$ cat src/design/c8exe_alu.sv
// ALU for the 8xyN register group of the CHIP-8 instruction set.
module c8exe_alu (
    input  logic [3:0] op,
    input  logic [7:0] vx,
    input  logic [7:0] vy,
    output logic [7:0] res,
    output logic       flag,
    output logic       has_flag,
    output logic       known
);
    logic [8:0] sum;

    assign sum = {1'b0, vx} + {1'b0, vy};

    always_comb
    begin
        res      = vx;
        flag     = 1'b0;
        has_flag = 1'b0;
        known    = 1'b1;
        case (op)
            4'h0: res = vy;
            4'h1: res = vx | vy;
            4'h2: res = vx & vy;
            4'h3: res = vx ^ vy;
            4'h4:
            begin
                res = sum[7:0];
                flag = sum[8];
                has_flag = 1'b1;
            end
            4'h5:
            begin
                res = vx - vy;
                flag = (vx >= vy);
                has_flag = 1'b1;
            end
            4'h6:
            begin
                res = {1'b0, vx[7:1]};
                flag = vx[0];
                has_flag = 1'b1;
            end
            4'h7:
            begin
                res = vy - vx;
                flag = (vy >= vx);
                has_flag = 1'b1;
            end
            4'hE:
            begin
                res = {vx[6:0], 1'b0};
                flag = vx[7];
                has_flag = 1'b1;
            end
            default: known = 1'b0;
        endcase
    end
endmodule

$ cat config.mk
export PLATFORM = sky130hd
export DESIGN_NAME = c8exe_alu
export DESIGN_NICKNAME = d
export VERILOG_FILES = /design/src/design/c8exe_alu.sv
export SDC_FILE = /design/constraint.sdc
export NUM_CORES = 1
export LEC_CHECK = 0
export BUFFER_PORTS_ARGS = -buffer_cell sky130_fd_sc_hd__buf_2
export CAP_MARGIN = 15
export CORE_MARGIN = 8
export CORE_UTILIZATION = 35
export DETAILED_ROUTE_END_ITERATION = 16
export GPL_TIMING_DRIVEN = 0
export PLACE_DENSITY_LB_ADDON = 0.25
export SYNTH_ARGS = -nofsm -noshare
export SYNTH_HDL_FRONTEND = slang
export SYNTH_SLANG_ARGS = --single-unit
$ cat constraint.sdc
create_clock -name vclk -period 6.3
set_clock_uncertainty 0.1 [all_clocks]
set_input_delay 0.63 -clock vclk [all_inputs]
set_output_delay 0.63 -clock vclk [all_outputs]
set_load 0.01 [all_outputs]
# After elaboration in Yosys (flattened, before gate mapping)
# Index checks and enable logic that the tools add are counted.
dict set report word_totals {
  ff_bits 0
  out_inout_bits 11
  word_cells 23
}
dict set report classes {
  n_addsub 3
  order_cmp 2
  n_eq_ne 8
  muxes 4
  bitwise 3
  n_reduce_logical 3
}
# cell n
set ops {}
lappend ops {{one-hot mux 8 bit (9 select lines)} 1}
lappend ops {{== test 4 x 3 -> 1 bit, second input constant} 4}
lappend ops {{>= comparator 8 bit} 2}
lappend ops {{subtractor 8 bit} 2}
lappend ops {{adder 8 x 8 -> 9 bit} 1}
lappend ops {{OR reduction 9 bit} 1}
lappend ops {{AND 8 bit} 1}
lappend ops {{== test 4 x 2 -> 1 bit, second input constant} 2}
lappend ops {{bitwise OR 8 bit} 1}
lappend ops {{XOR 8 bit} 1}
lappend ops {{one-hot mux 1 bit (5 select lines)} 1}
lappend ops {{OR reduction 5 bit} 1}
lappend ops {{== test 4 x 1 -> 1 bit, second input constant} 1}
lappend ops {{== test 4 bit, second input constant} 1}
lappend ops {{zero test 4 bit} 1}
lappend ops {{two-way mux 1 bit} 2}

# Depth between registers and ports, before layout
dict set report depth {
  word_depth 3
  ltp_mapped 10
  depth_no_buf 10
}

# Worst setup path after synthesis
# Ideal clock, no wire load.
dict set report synth_path {
  path_type {input to output}
  startpoint {in vy[0]}
  endpoint {out res[2]}
  arrival_ns 2.222
  required_ns 5.570
  path_slack_ns 3.348
  stages 10
  n_path_buf 0
  cell_sequence {inv_1 ha_1 inv_1 fa_1 xnor2_1 a31oi_1 nor3b_1 a221o_1 nor4b_1 a21oi_1}
}
dict set report synth_between {
  elab_chain_len 2
}
# item line_no
set synth_lines {}
lappend synth_lines {{from (decl)} 5} ;# input logic [7:0] vy,
lappend synth_lines {{subtractor 8 bit, or another cell as far along} 46} ;# res = vy - vx;
lappend synth_lines {{one-hot mux 8 bit (9 select lines) *} 21} ;# case (op)
lappend synth_lines {{to (decl)} 6} ;# output logic [7:0] res,
# Mark *: on every way between the ends. The rest lies on a longest branch, timed or not.

# Worst setup path in the final report
dict set report layout_path {
  startpoint {in vx[1]}
  endpoint {out res[7]}
}
dict set report layout_between {
  elab_chain_len 2
}
# item line_no
set layout_lines {}
lappend layout_lines {{from (decl)} 4} ;# input logic [7:0] vx,
lappend layout_lines {{subtractor 8 bit, or another cell as far along} 46}
lappend layout_lines {{one-hot mux 8 bit (9 select lines) *} 21}
# Marked as above.

==> impl_summary.md <==
STA
The highest achievable clock rate is 260 MHz. Measured against its own limit, the worst slew margin works out to 51.9%. The number of setup violations in the final report is 0. For the pin with the worst max-slew slack, the measured transition is 0.718 ns. The final-report max-slew violation count is 0. After routing, the total negative slack on setup checks comes to 0 ns. The clock period could shrink to 3.85 ns. Setup repair after global routing left no endpoint under its margin. The final critical path takes up 61.1% of the cycle. The count of final hold-check violations came to 0.

Cells and area
The number of diodes added for antenna fixing is 0. The number of nets at the end of the flow is 402. The flip-flop and latch count is 0.

The number of clock buffers in the layout is 0. The footprint of the flip-flops and latches is 0 um2. The fraction of layout cells with a size suffix above 1 is 17.0%. The layout has 671 filler cells. Compared with the post-synthesis result, the final layout area differs by 11.2%.

Die
The starting density of the core is 36.4%. During I/O placement, the number of pins put on the boundary was 31. The row count is 28. The height of the chip is 94.8 um. The core area is 0.00596 mm2. The floorplan step defined a die boundary enclosing 0.00898 mm2. The floorplan die width is 94.8 um.

Synth
The post-synthesis average cell area is 6.96 um2. The dominant cell by count in the synthesized netlist is ha_1. The area share of the leading cell type in the synthesized netlist is 20.2%. The sequential fraction of the synthesis area is 0%. The Yosys step of the flow raised 0 warnings. The summed instance area of the synthesized netlist is 0.00217 mm2.

In the post-synthesis netlist, the biggest area contributors are ha_1 (20%), a21oi_1 (5.8%), o21ai_0 (5.1%), inv_1 (5.0%), nor2_1 (4.7%). After synthesis, the netlist uses 66 different library cells. Summed over all instances, the cell type with the most area after synthesis is ha_1. The number of nets in the synthesized netlist is 370. The count of mapped cells out of synthesis is 312. In the synthesized netlist, the cells that appear most often are ha_1 (35), inv_1 (29), nor2_1 (27), a21oi_1 (25), nand2_1 (25).

Routing
The number of detailed-route iterations in the first pass is 6. The remaining number of nets flagged by the antenna check after routing is 0. The first routing iteration left 256 violations. The number of DRC violations after detailed routing is 0. The via total after detailed routing is 2,479. The average detailed-routed wire length per instance is 17.8 um. The average via count per standard cell is 5.94.

The final layout contains routed wiring with a total length of 7.41 mm.

Global route
The first global-routing pass estimated 12.0 mm of wire. Entering global routing, the biggest net connects 11 pins. The all-layer global routing usage is 16.2%. The number of global-route vias before repair is 2,332. The global route total overflow is 0. The initial antenna violation count came to 0.

Critical path
The required time at the endpoint of the critical path is 5.57 ns. The critical path endpoint category is an output port. The startpoint class of the critical path is an input port. For the worst setup path, the data arrival time is 3.12 ns. In this run the worst path has a maximum fanout of 8. The critical path is of the input port to output port type.

Placement
The detailed placer's ending HPWL is 5.90 mm. The count of buffers added on input and output ports is 30. The congestion estimate from routability-driven global placement came to 0.937.

Pwr
The worst-case IR drop observed on VDD is 0.0320 mV. In this run the power density over the cells is 81.2 mW/mm2. Total power for the finished layout comes to 196 uW. The analysis attributes to cell leakage a power of 1.08 nW.

Flow run
The total of max-cap violations is 0.

Clock network
After clock tree synthesis, the flow added hold-fix buffers numbering 0. The number of cells upsized or downsized after cts is 0. The number of setup buffers added after CTS is 0.

Run status
The run finished with clean final reports.

Min path
The path class of the lowest-slack min-delay path is input port to output port.
power by group:
| part | leakage [nW] | total (mW) | switching [mW] | internal (mW) |
|---|---|---|---|---|
| clock | 0 | 0 | 0 | 0 |
| sequential | 0 | 0 | 0 | 0 |
| combinational | 1.08 | 0.196 | 0.119 | 0.0769 |
| total | 1.08 | 0.196 | 0.119 | 0.0769 |
path summary, 6_finish.rpt:
path | from | to | slack (ns) | cells past startpoint
setup / recovery | vx[1] | res[7] | 2.45 | 10
hold / removal | vy[0] | res[0] | 1.52 | 4
cells in the final DEF, fill, tap and decap left out, types with 3 or more instances in the layout:
cell,netlist,layout
nand2_1,25,25
o21ai_0,22,22
o31ai_1,3,3
mux2i_1,6,6
nor3b_1,3,3
inv_1,29,29
fa_1,3,3
nand2b_1,11,11
a221oi_2,3,3
clkbuf_1,3,3
a211oi_1,5,5
a2bb2oi_1,3,3
o21bai_1,3,3
o221ai_1,3,3
ha_1,35,35
buf_2,12,42
nor3_1,6,6
a22o_1,4,4
o32ai_1,3,3
o22ai_1,3,3
o41ai_1,3,3
nor2_1,27,27
a22oi_1,6,6
nor4_1,3,3
a21oi_1,25,25
nor2b_1,12,12
a32oi_1,3,3
nand3b_1,3,3
per-stage QoR:
| stage | utilization (%) | setup slack, ns | hold WS, ns | instances | area (um2) |
|---|---|---|---|---|---|
| detailed placement | 40.5 | 2.51 | 1.52 | 417 | 2410 |
| global placement | 40.5 | 2.51 | 1.52 | 417 | 2410 |
| finish | 40.5 | 2.45 | 1.52 | 417 | 2410 |
| global route | 40.5 | 2.30 | 1.56 | 417 | 2410 |
| floorplan | - | 3.35 | 1.30 | 312 | 2170 |
| CTS | 40.5 | 2.52 | 1.53 | 417 | 2410 |
worst max-delay path, stage by stage:
cell	delay (ns)
buf_2	0.19
inv_1	0.13
ha_1	0.40
a211oi_1	0.34
nor2_1	0.15
o41ai_1	0.59
mux2i_1	0.25
a21oi_1	0.08
a22oi_1	0.21
buf_2	0.17
logic make-up after synthesis:
family          share of synthesized area [%]
compound gates                           36.2
xor+xnor                                0.807
simple gates                             26.4
buf+inv                                  9.68
mux                                      3.98
fa+ha+maj                                22.9
metal layers:
metal  GRT usage, %  part of all wire [%]  vias up
met2           26.9                    46      139
met3           1.11                   8.6       10
li1               -                     -     1194
met5              0                     0        -
met1           22.3                    44     1136
met4           3.25                   1.4        0
cell type report:
class                           instances  area (um2)  area share [%]
Buffer                                 19         101            4.20
Inverter                               29         109            4.51
Multi-Input combinational cell        264        1960            81.2
Tap cell                               75        93.8            3.89
Timing Repair Buffer                   30         150            6.22
(Power assumes the default switching activity.)
