==> src/design/c8exe_ram.sv <==
// Generic single-port-write, single-port-read RAM with registered read data.
module c8exe_ram #(
    parameter int WIDTH = 8,
    parameter int DEPTH = 16
) (
    input  logic                     clk,
    input  logic                     we,
    input  logic [$clog2(DEPTH)-1:0] waddr,
    input  logic [WIDTH-1:0]         wdata,
    input  logic [$clog2(DEPTH)-1:0] raddr,
    output logic [WIDTH-1:0]         rdata
);
    logic [WIDTH-1:0] mem [DEPTH];

    always_ff @(posedge clk)
    begin
        if (we)
        begin
            mem[waddr] <= wdata;
        end
        rdata <= mem[raddr];
    end
endmodule

==> config.mk <==
export PLATFORM = sky130hd
export DESIGN_NAME = c8exe_ram
export DESIGN_NICKNAME = d
export VERILOG_FILES = /design/src/design/c8exe_ram.sv
export SDC_FILE = /design/constraint.sdc
export NUM_CORES = 1
export LEC_CHECK = 0
export BUFFER_PORTS_ARGS = -buffer_cell sky130_fd_sc_hd__buf_2
export CORE_MARGIN = 10
export CORE_UTILIZATION = 55
export DETAILED_ROUTE_END_ITERATION = 8
export GPL_ROUTABILITY_DRIVEN = 0
export PLACE_DENSITY = 0.72
export SETUP_SLACK_MARGIN = 0.15
export SLEW_MARGIN = 0
export SYNTH_ARGS = -nofsm -noshare
export SYNTH_HDL_FRONTEND = slang
export SYNTH_SLANG_ARGS = --single-unit
==> constraint.sdc <==
create_clock -name clk -period 2.6 [get_ports clk]
set_input_delay 0.78 -clock clk [delete_from_list [all_inputs] [get_ports clk]]
set_output_delay 0.78 -clock clk [all_outputs]
set_load 0.02 [all_outputs]
Yosys cells after proc, flatten, opt, wreduce, memory -nomap -nowiden
Memories as Yosys holds them, arrays and structs flattened. A register that Yosys moved wholly into a read port is not among the register bits.
Cells that the tools add are included.

word-level totals
  register bits = 0
  RAM bits = 128
  input port bits = 18
  logic and storage cells = 3
  memories kept = 1

memory list
  name  depth  width  rd ports  clocked after memory_dff  write ports  RTL line  text
  mem   16     8      1         1                         1            13        logic [WIDTH-1:0] mem [DEPTH];

cells by class
  muxes and demuxes = 2

operator list
  kind     number
  $mux W1  2

Depth between registers and ports, before layout
Gate-level depths: netlist of the first run.

  word-level depth = 2
  mapped depth = 5
  mapped depth without buffers = 3

Worst setup path before layout of the first run
No wires, ideal clock.

  path kind = in2reg
  start = input port waddr[2]
  end = memory mem[0][0] (enable)
  setup time = 0.383 ns
  arrival = 1.890 ns
  data required time = 2.217 ns
  path slack = 0.327 ns
  stages = 2
  buffers on the path = 0
  cells stage by stage = or3b_2 -> nor3_1

RTL lines
  what             RTL line  text
  start, declared  8         input logic [$clog2(DEPTH)-1:0] waddr,
  end, declared    13

No word-level cell before the write port.

Worst setup path in the final report of the first run
  start = register rdata[7] (read register of mem)
  end = output port rdata[7]

RTL lines
  what             RTL line  text
  start, declared  11        output logic [WIDTH-1:0] rdata

No word-level cell between the ends.

==> run metrics, run 1 <==
postcts setup bufs 0; final hold violations 0; Final min period 1.839 ns; HPWL Detailed 6454 um; power density over the cells about 830 nW/um^2; port bufs 25; period utilization 70.75%; DR DRC count 0; Bufs and invs on worst path 1; initial antenna violation count 0; Seq cells post-synth ~140; Setup TNS Final 0 ns; CP max stage cell dfxtp_1; TritonCTS buffer count 17; Netlist cell types 19; VDD IR-drop max about 0.45 mV; clock-pin slew on the worst setup and hold paths ~0.07 ns; number of max-cap violations 0; unrepaired setup endpoints after global routing false; IO Count 26; worst skew pair latency approximately 0.51 ns; largest net degree at the start of global routing 23; Yosys top cell by area edfxtp_1; global-route wire length before repair between 15000 and 20000 um; sequential fraction of the synthesis area between 70% and 80%; CTS tree yes; CP arrival between 1 and 1.5 ns; Area growth syn-to-layout 18.45%; Sw Pwr roughly 1.0 mW; htree depth 4; Int Pwr 4.013 mW; mapped cell area 5147 sq um; CP cell instances buf_2; most frequent cells in the layout edfxtp_1, buf_2, buf_4; Worst EP required around 1.8 ns; Clock power frac a little under half; CORE AREA ~9200 sq um; largest cells by area after synthesis edfxtp_1, mux4_2, mux4_1, dfxtp_1, a22oi_1; Vias per Instance roughly 6; Setup crit end kind primary output; most common cell after layout, fill and taps aside edfxtp_1; final WL about 9900 um; fillers 567; CTS Buffer Depth 2; Switching Share between 20% and 30%; Pins Over Slew Limit 0; critical path peak fanout 1; Post-Syn Instances about 230; Leak about 2.1 nW; post-synth top area share 74.67%; Slew @ Worst Pin 0.6864 ns; Total GRT Usage 15.72%; Slew headroom ~54%; number of global-route vias before repair 2556; CP max stage delay ~0.36 ns; DR WL/cell approximately 24 um; root buffer cell clkbuf_8; Via Count ~2400; starting density of the core a little under three fifths; grt ovf 0; Initial DRC Count roughly 220; CP top delay family flip-flops; Initial DRT Pass Iterations 4; Final Setup Violations 0; share of cells above drive strength 1 between 30% and 40%; CTS Sinks 136; Setup Skew 0.01012 ns; Reg power frac between 40% and 50%; post-cts resize count 0; post-route ant nets 0; Post-Syn Area per Cell around 22 sq um; status completed; R2R Setup Slk roughly 1.2 ns; # diodes 0; Post-layout nets 302; Worst setup SP type flip-flop; worst hold path class primary input to flip-flop; logic gate share of total power about 4.8%; post-route total power just over 5 mW; Die Ht between 100 and 150 um; FMAX between 0.5 and 0.6 GHz; Syn. warnings 0; die width between 100 and 150 um; post-cts hold buffer count 0; Row Count 35; Net Count, Synth 247; total die area between 10000 and 15000 sq um; critical setup path kind flip-flop to primary output
path summary, 6_finish.rpt:
kind                            startpoint         end  cells after the start
worst min-delay path              wdata[4]  mem[14][4]                      1
worst max register to register   mem[9][4]    rdata[4]                      3
worst min register to register   mem[6][7]    rdata[7]                      3
worst max-delay path              rdata[7]    rdata[7]                      1
metrics by stage:
stage	cells	worst slack, ns	cell area, sq um	hold WS, ns	utilization (%)
floorplan	229	0.3271	5147	0.6293	-
global placement	376	0.3029	5508	0.6617	59.89
detailed placement	376	0.2528	5508	0.6621	59.89
CTS	407	0.7259	6097	0.6347	66.30
global route	407	0.7167	6097	0.6471	66.30
finish	407	0.7605	6097	0.6542	66.30
flip-flops by register name, summed over array words and instances, names as in the netlist:
name	cells
rdata	8
mem	128
cell usage after synthesis:
master,count
buf_2,3
nand2_1,9
buf_4,1
mux4_1,14
and2b_1,1
mux4_2,18
buf_6,3
nor2b_1,1
nand3_1,1
edfxtp_1,128
and2_1,1
nand3b_1,2
nor2_1,13
nand2b_1,2
or3b_2,1
dfxtp_1,8
nor3_1,4
a22oi_1,16
clkdlybuf4s25_2,3
cell families (layout without fill, tap and decap cells):
kind of cell | count (synthesis) | count (layout) | synth area share [%]
AOI/OAI and AO/OA | 16 | 16 | 2.334
buffers and inverters | 10 | 77 | 1.677
DFF | 136 | 136 | 77.78
muxes | 32 | 32 | 15.02
and+or+nand+nor | 35 | 35 | 3.184
power groups by stage:
stage	sequential, mW	combinational [mW]	clock, mW
6_report	2.47	0.244	2.35
4_1_cts	2.47	0.248	2.38
3_5_place_dp	2.51	0.246	0
5_1_grt	2.47	0.264	2.48
2_1_floorplan	2.53	0.124	0
3_3_place_gp	2.51	0.240	0
layout make-up:
type                            instances  area, sq um  share of cell area (%)
Tap cell                              111        138.9                   2.278
Sequential cell                       136         4004                   65.67
Multi-Input combinational cell         83         1057                   17.34
Clock inverter                         14        175.2                   2.873
Clock buffer                           17        414.1                   6.793
Timing Repair Buffer                   46        307.8                   5.048
per-layer routing:
metal	global-route usage, %	part of all wire (%)
met5	0	0
met1	21.50	42
met3	4.520	8.6
met4	6.343	0.43
met2	23.32	49
(Power assumes the default switching activity.)
==> run 2, diff against run 1 <==
Settings changed: CORE_UTILIZATION 55 to 54, PLACE_DENSITY 0.72 to 0.73.
Clock period 2.6 ns to 1.5 ns, I/O delays scaled along.
==> run metrics, run 2 (synthesis gave the netlist of run 1 again) <==
CTS Sinks between 100 and 150; final core occ approximately 69%; starting density of the core ~56%; post-route ant nets 0; CP top delay family flip-flops; Place WS -0.3414 ns; Cell Count, Final, Fillers Out around 430; critical path peak fanout 1; multi-input logic area 1102 sq um; Setup crit end kind primary output; number of global-route vias before repair ~2600; final WL 9336 um; worst r2r src mem[11][7]; Int Pwr roughly 6.8 mW; most common cell after layout, fill and taps aside edfxtp_1; register area 4014 sq um; CP cell instances buf_6; grt ovf 0; initial antenna violation count 0; share of cells above drive strength 1 45.54%; placed insts 400; Total GRT Usage between 10% and 20%; total die area approximately 14000 sq um; FMAX 0.7082 GHz; Sw Pwr 1.714 mW; Initial DRT Pass Iterations 4; period utilization approximately 94%; Area growth syn-to-layout 24.33%; status completed; Setup Skew about 0.013 ns; DR DRC count 0; Bufs and invs on worst path 1; port bufs 25; Reg power frac around half; CTS Buffer Depth 2; number of max-cap violations 0; R2R Setup Slk ~0.21 ns; Vias per Instance around 5.7; VDD IR-drop max between 0.9 and 1 mV; Largest regs mem x128, rdata x8; CP max stage cell dfxtp_2; logic gate share of total power 6.0%; Clock power frac 43.7%; final hold violations 0; Initial DRC Count 180; FF-to-FF path depth 3; CP max stage delay 0.34 ns; max reg flops 128; Slew @ Worst Pin slightly above 0.7 ns; CTS tree yes; root buffer cell clkbuf_8; DR WL/cell approximately 22 um; worst setup margin between 0.08 and 0.09 ns; CORE AREA 9240 sq um; Hold Path Depth 1; Row Count 35; hold path endpoint mem[12][2]; Critical R2R Capture rdata[7]; Biggest register mem; Final Setup Violations 0; Switching Share between 20% and 30%; # diodes 0; Pins Over Slew Limit 0; worst skew pair latency around 0.51 ns; Leak roughly 2.1 nW; most frequent cells in the layout edfxtp_1, mux4_2, buf_2; hold_sp wdata[2]; Via Count ~2400; clock-pin slew on the worst setup and hold paths ~0.060 ns; post-route total power roughly 8.5 mW; htree depth 4; power density over the cells 1333 nW/um^2; IO Count 26; fillers 557; Slew headroom roughly 52%; unrepaired setup endpoints after global routing true; Worst EP required between 1 and 1.5 ns; global-route wire length before repair about 15000 um; Die Ht 117.6 um; Post-layout nets approximately 300; HPWL Detailed 6340 um; Final min period around 1.4 ns; TritonCTS buffer count 17; die width around 120 um; largest net degree at the start of global routing 19; worst hold path class primary input to flip-flop; critical setup path kind flip-flop to primary output; CP arrival ~0.96 ns; Worst setup SP type flip-flop
-- run 2: layout make-up --
cell class | count | area share, %
multi-input combinational | 83 | 17.22
clock inverter | 9 | 1.212
timing repair buffer | 52 | 9.032
clock buffer | 23 | 7.292
tap | 129 | 2.522
sequential | 136 | 62.72
-- run 2: through the flow --
| stage | instance area, sq um | setup TNS [ns] | hold WS, ns |
|---|---|---|---|
| 3_3_place_gp | 5786 | -11.07 | 0.6639 |
| 4_1_cts | 6395 | 0 | 0.3035 |
| 5_1_grt | 6400 | 0 | 0.3240 |
| 2_1_floorplan | 5216 | -0.4999 | 0.5489 |
| 3_5_place_dp | 5786 | -12.85 | 0.6744 |
| 6_report | 6400 | 0 | 0.3264 |
-- run 2: worst max-delay path by stage --
| stage | end | cells after the start | slack, ns | start |
|---|---|---|---|---|
| after detailed placement | rdata[7] | 5 | -0.34 | raddr[0] |
| final | rdata[4] | 1 | 0.09 | rdata[4] |
| after global placement | rdata[0] | 5 | -0.25 | raddr[0] |
| after floorplan | mem[0][0] | 2 | -0.05 | waddr[2] |
| after global routing | rdata[4] | 1 | 0.06 | rdata[4] |
| after CTS | rdata[4] | 1 | 0.05 | rdata[4] |
-- run 2: metal layers --
layer	wire length, um	global-route usage, %	part of all wire [%]
met3	477	4.317	5.1
met2	4960	22.90	53
met4	92	5.332	0.99
met1	3806	17.27	41
met5	0	0	0
-- run 2: power groups by stage --
stage	Combinational [mW]	Sequential (mW)	Clock, mW
after floorplan	0.247	4.38	0
after global placement	0.476	4.35	0
after detailed placement	0.489	4.36	0
after CTS	0.523	4.29	3.78
after global routing	0.553	4.29	3.96
final	0.514	4.29	3.73
-- run 2: repair_timing --
action,CTS,global route
endpoints found under the setup margin,9,9
hold buffers,0,0
buffers inserted,0,0
gates resized for setup,25,1
pin swaps,0,0
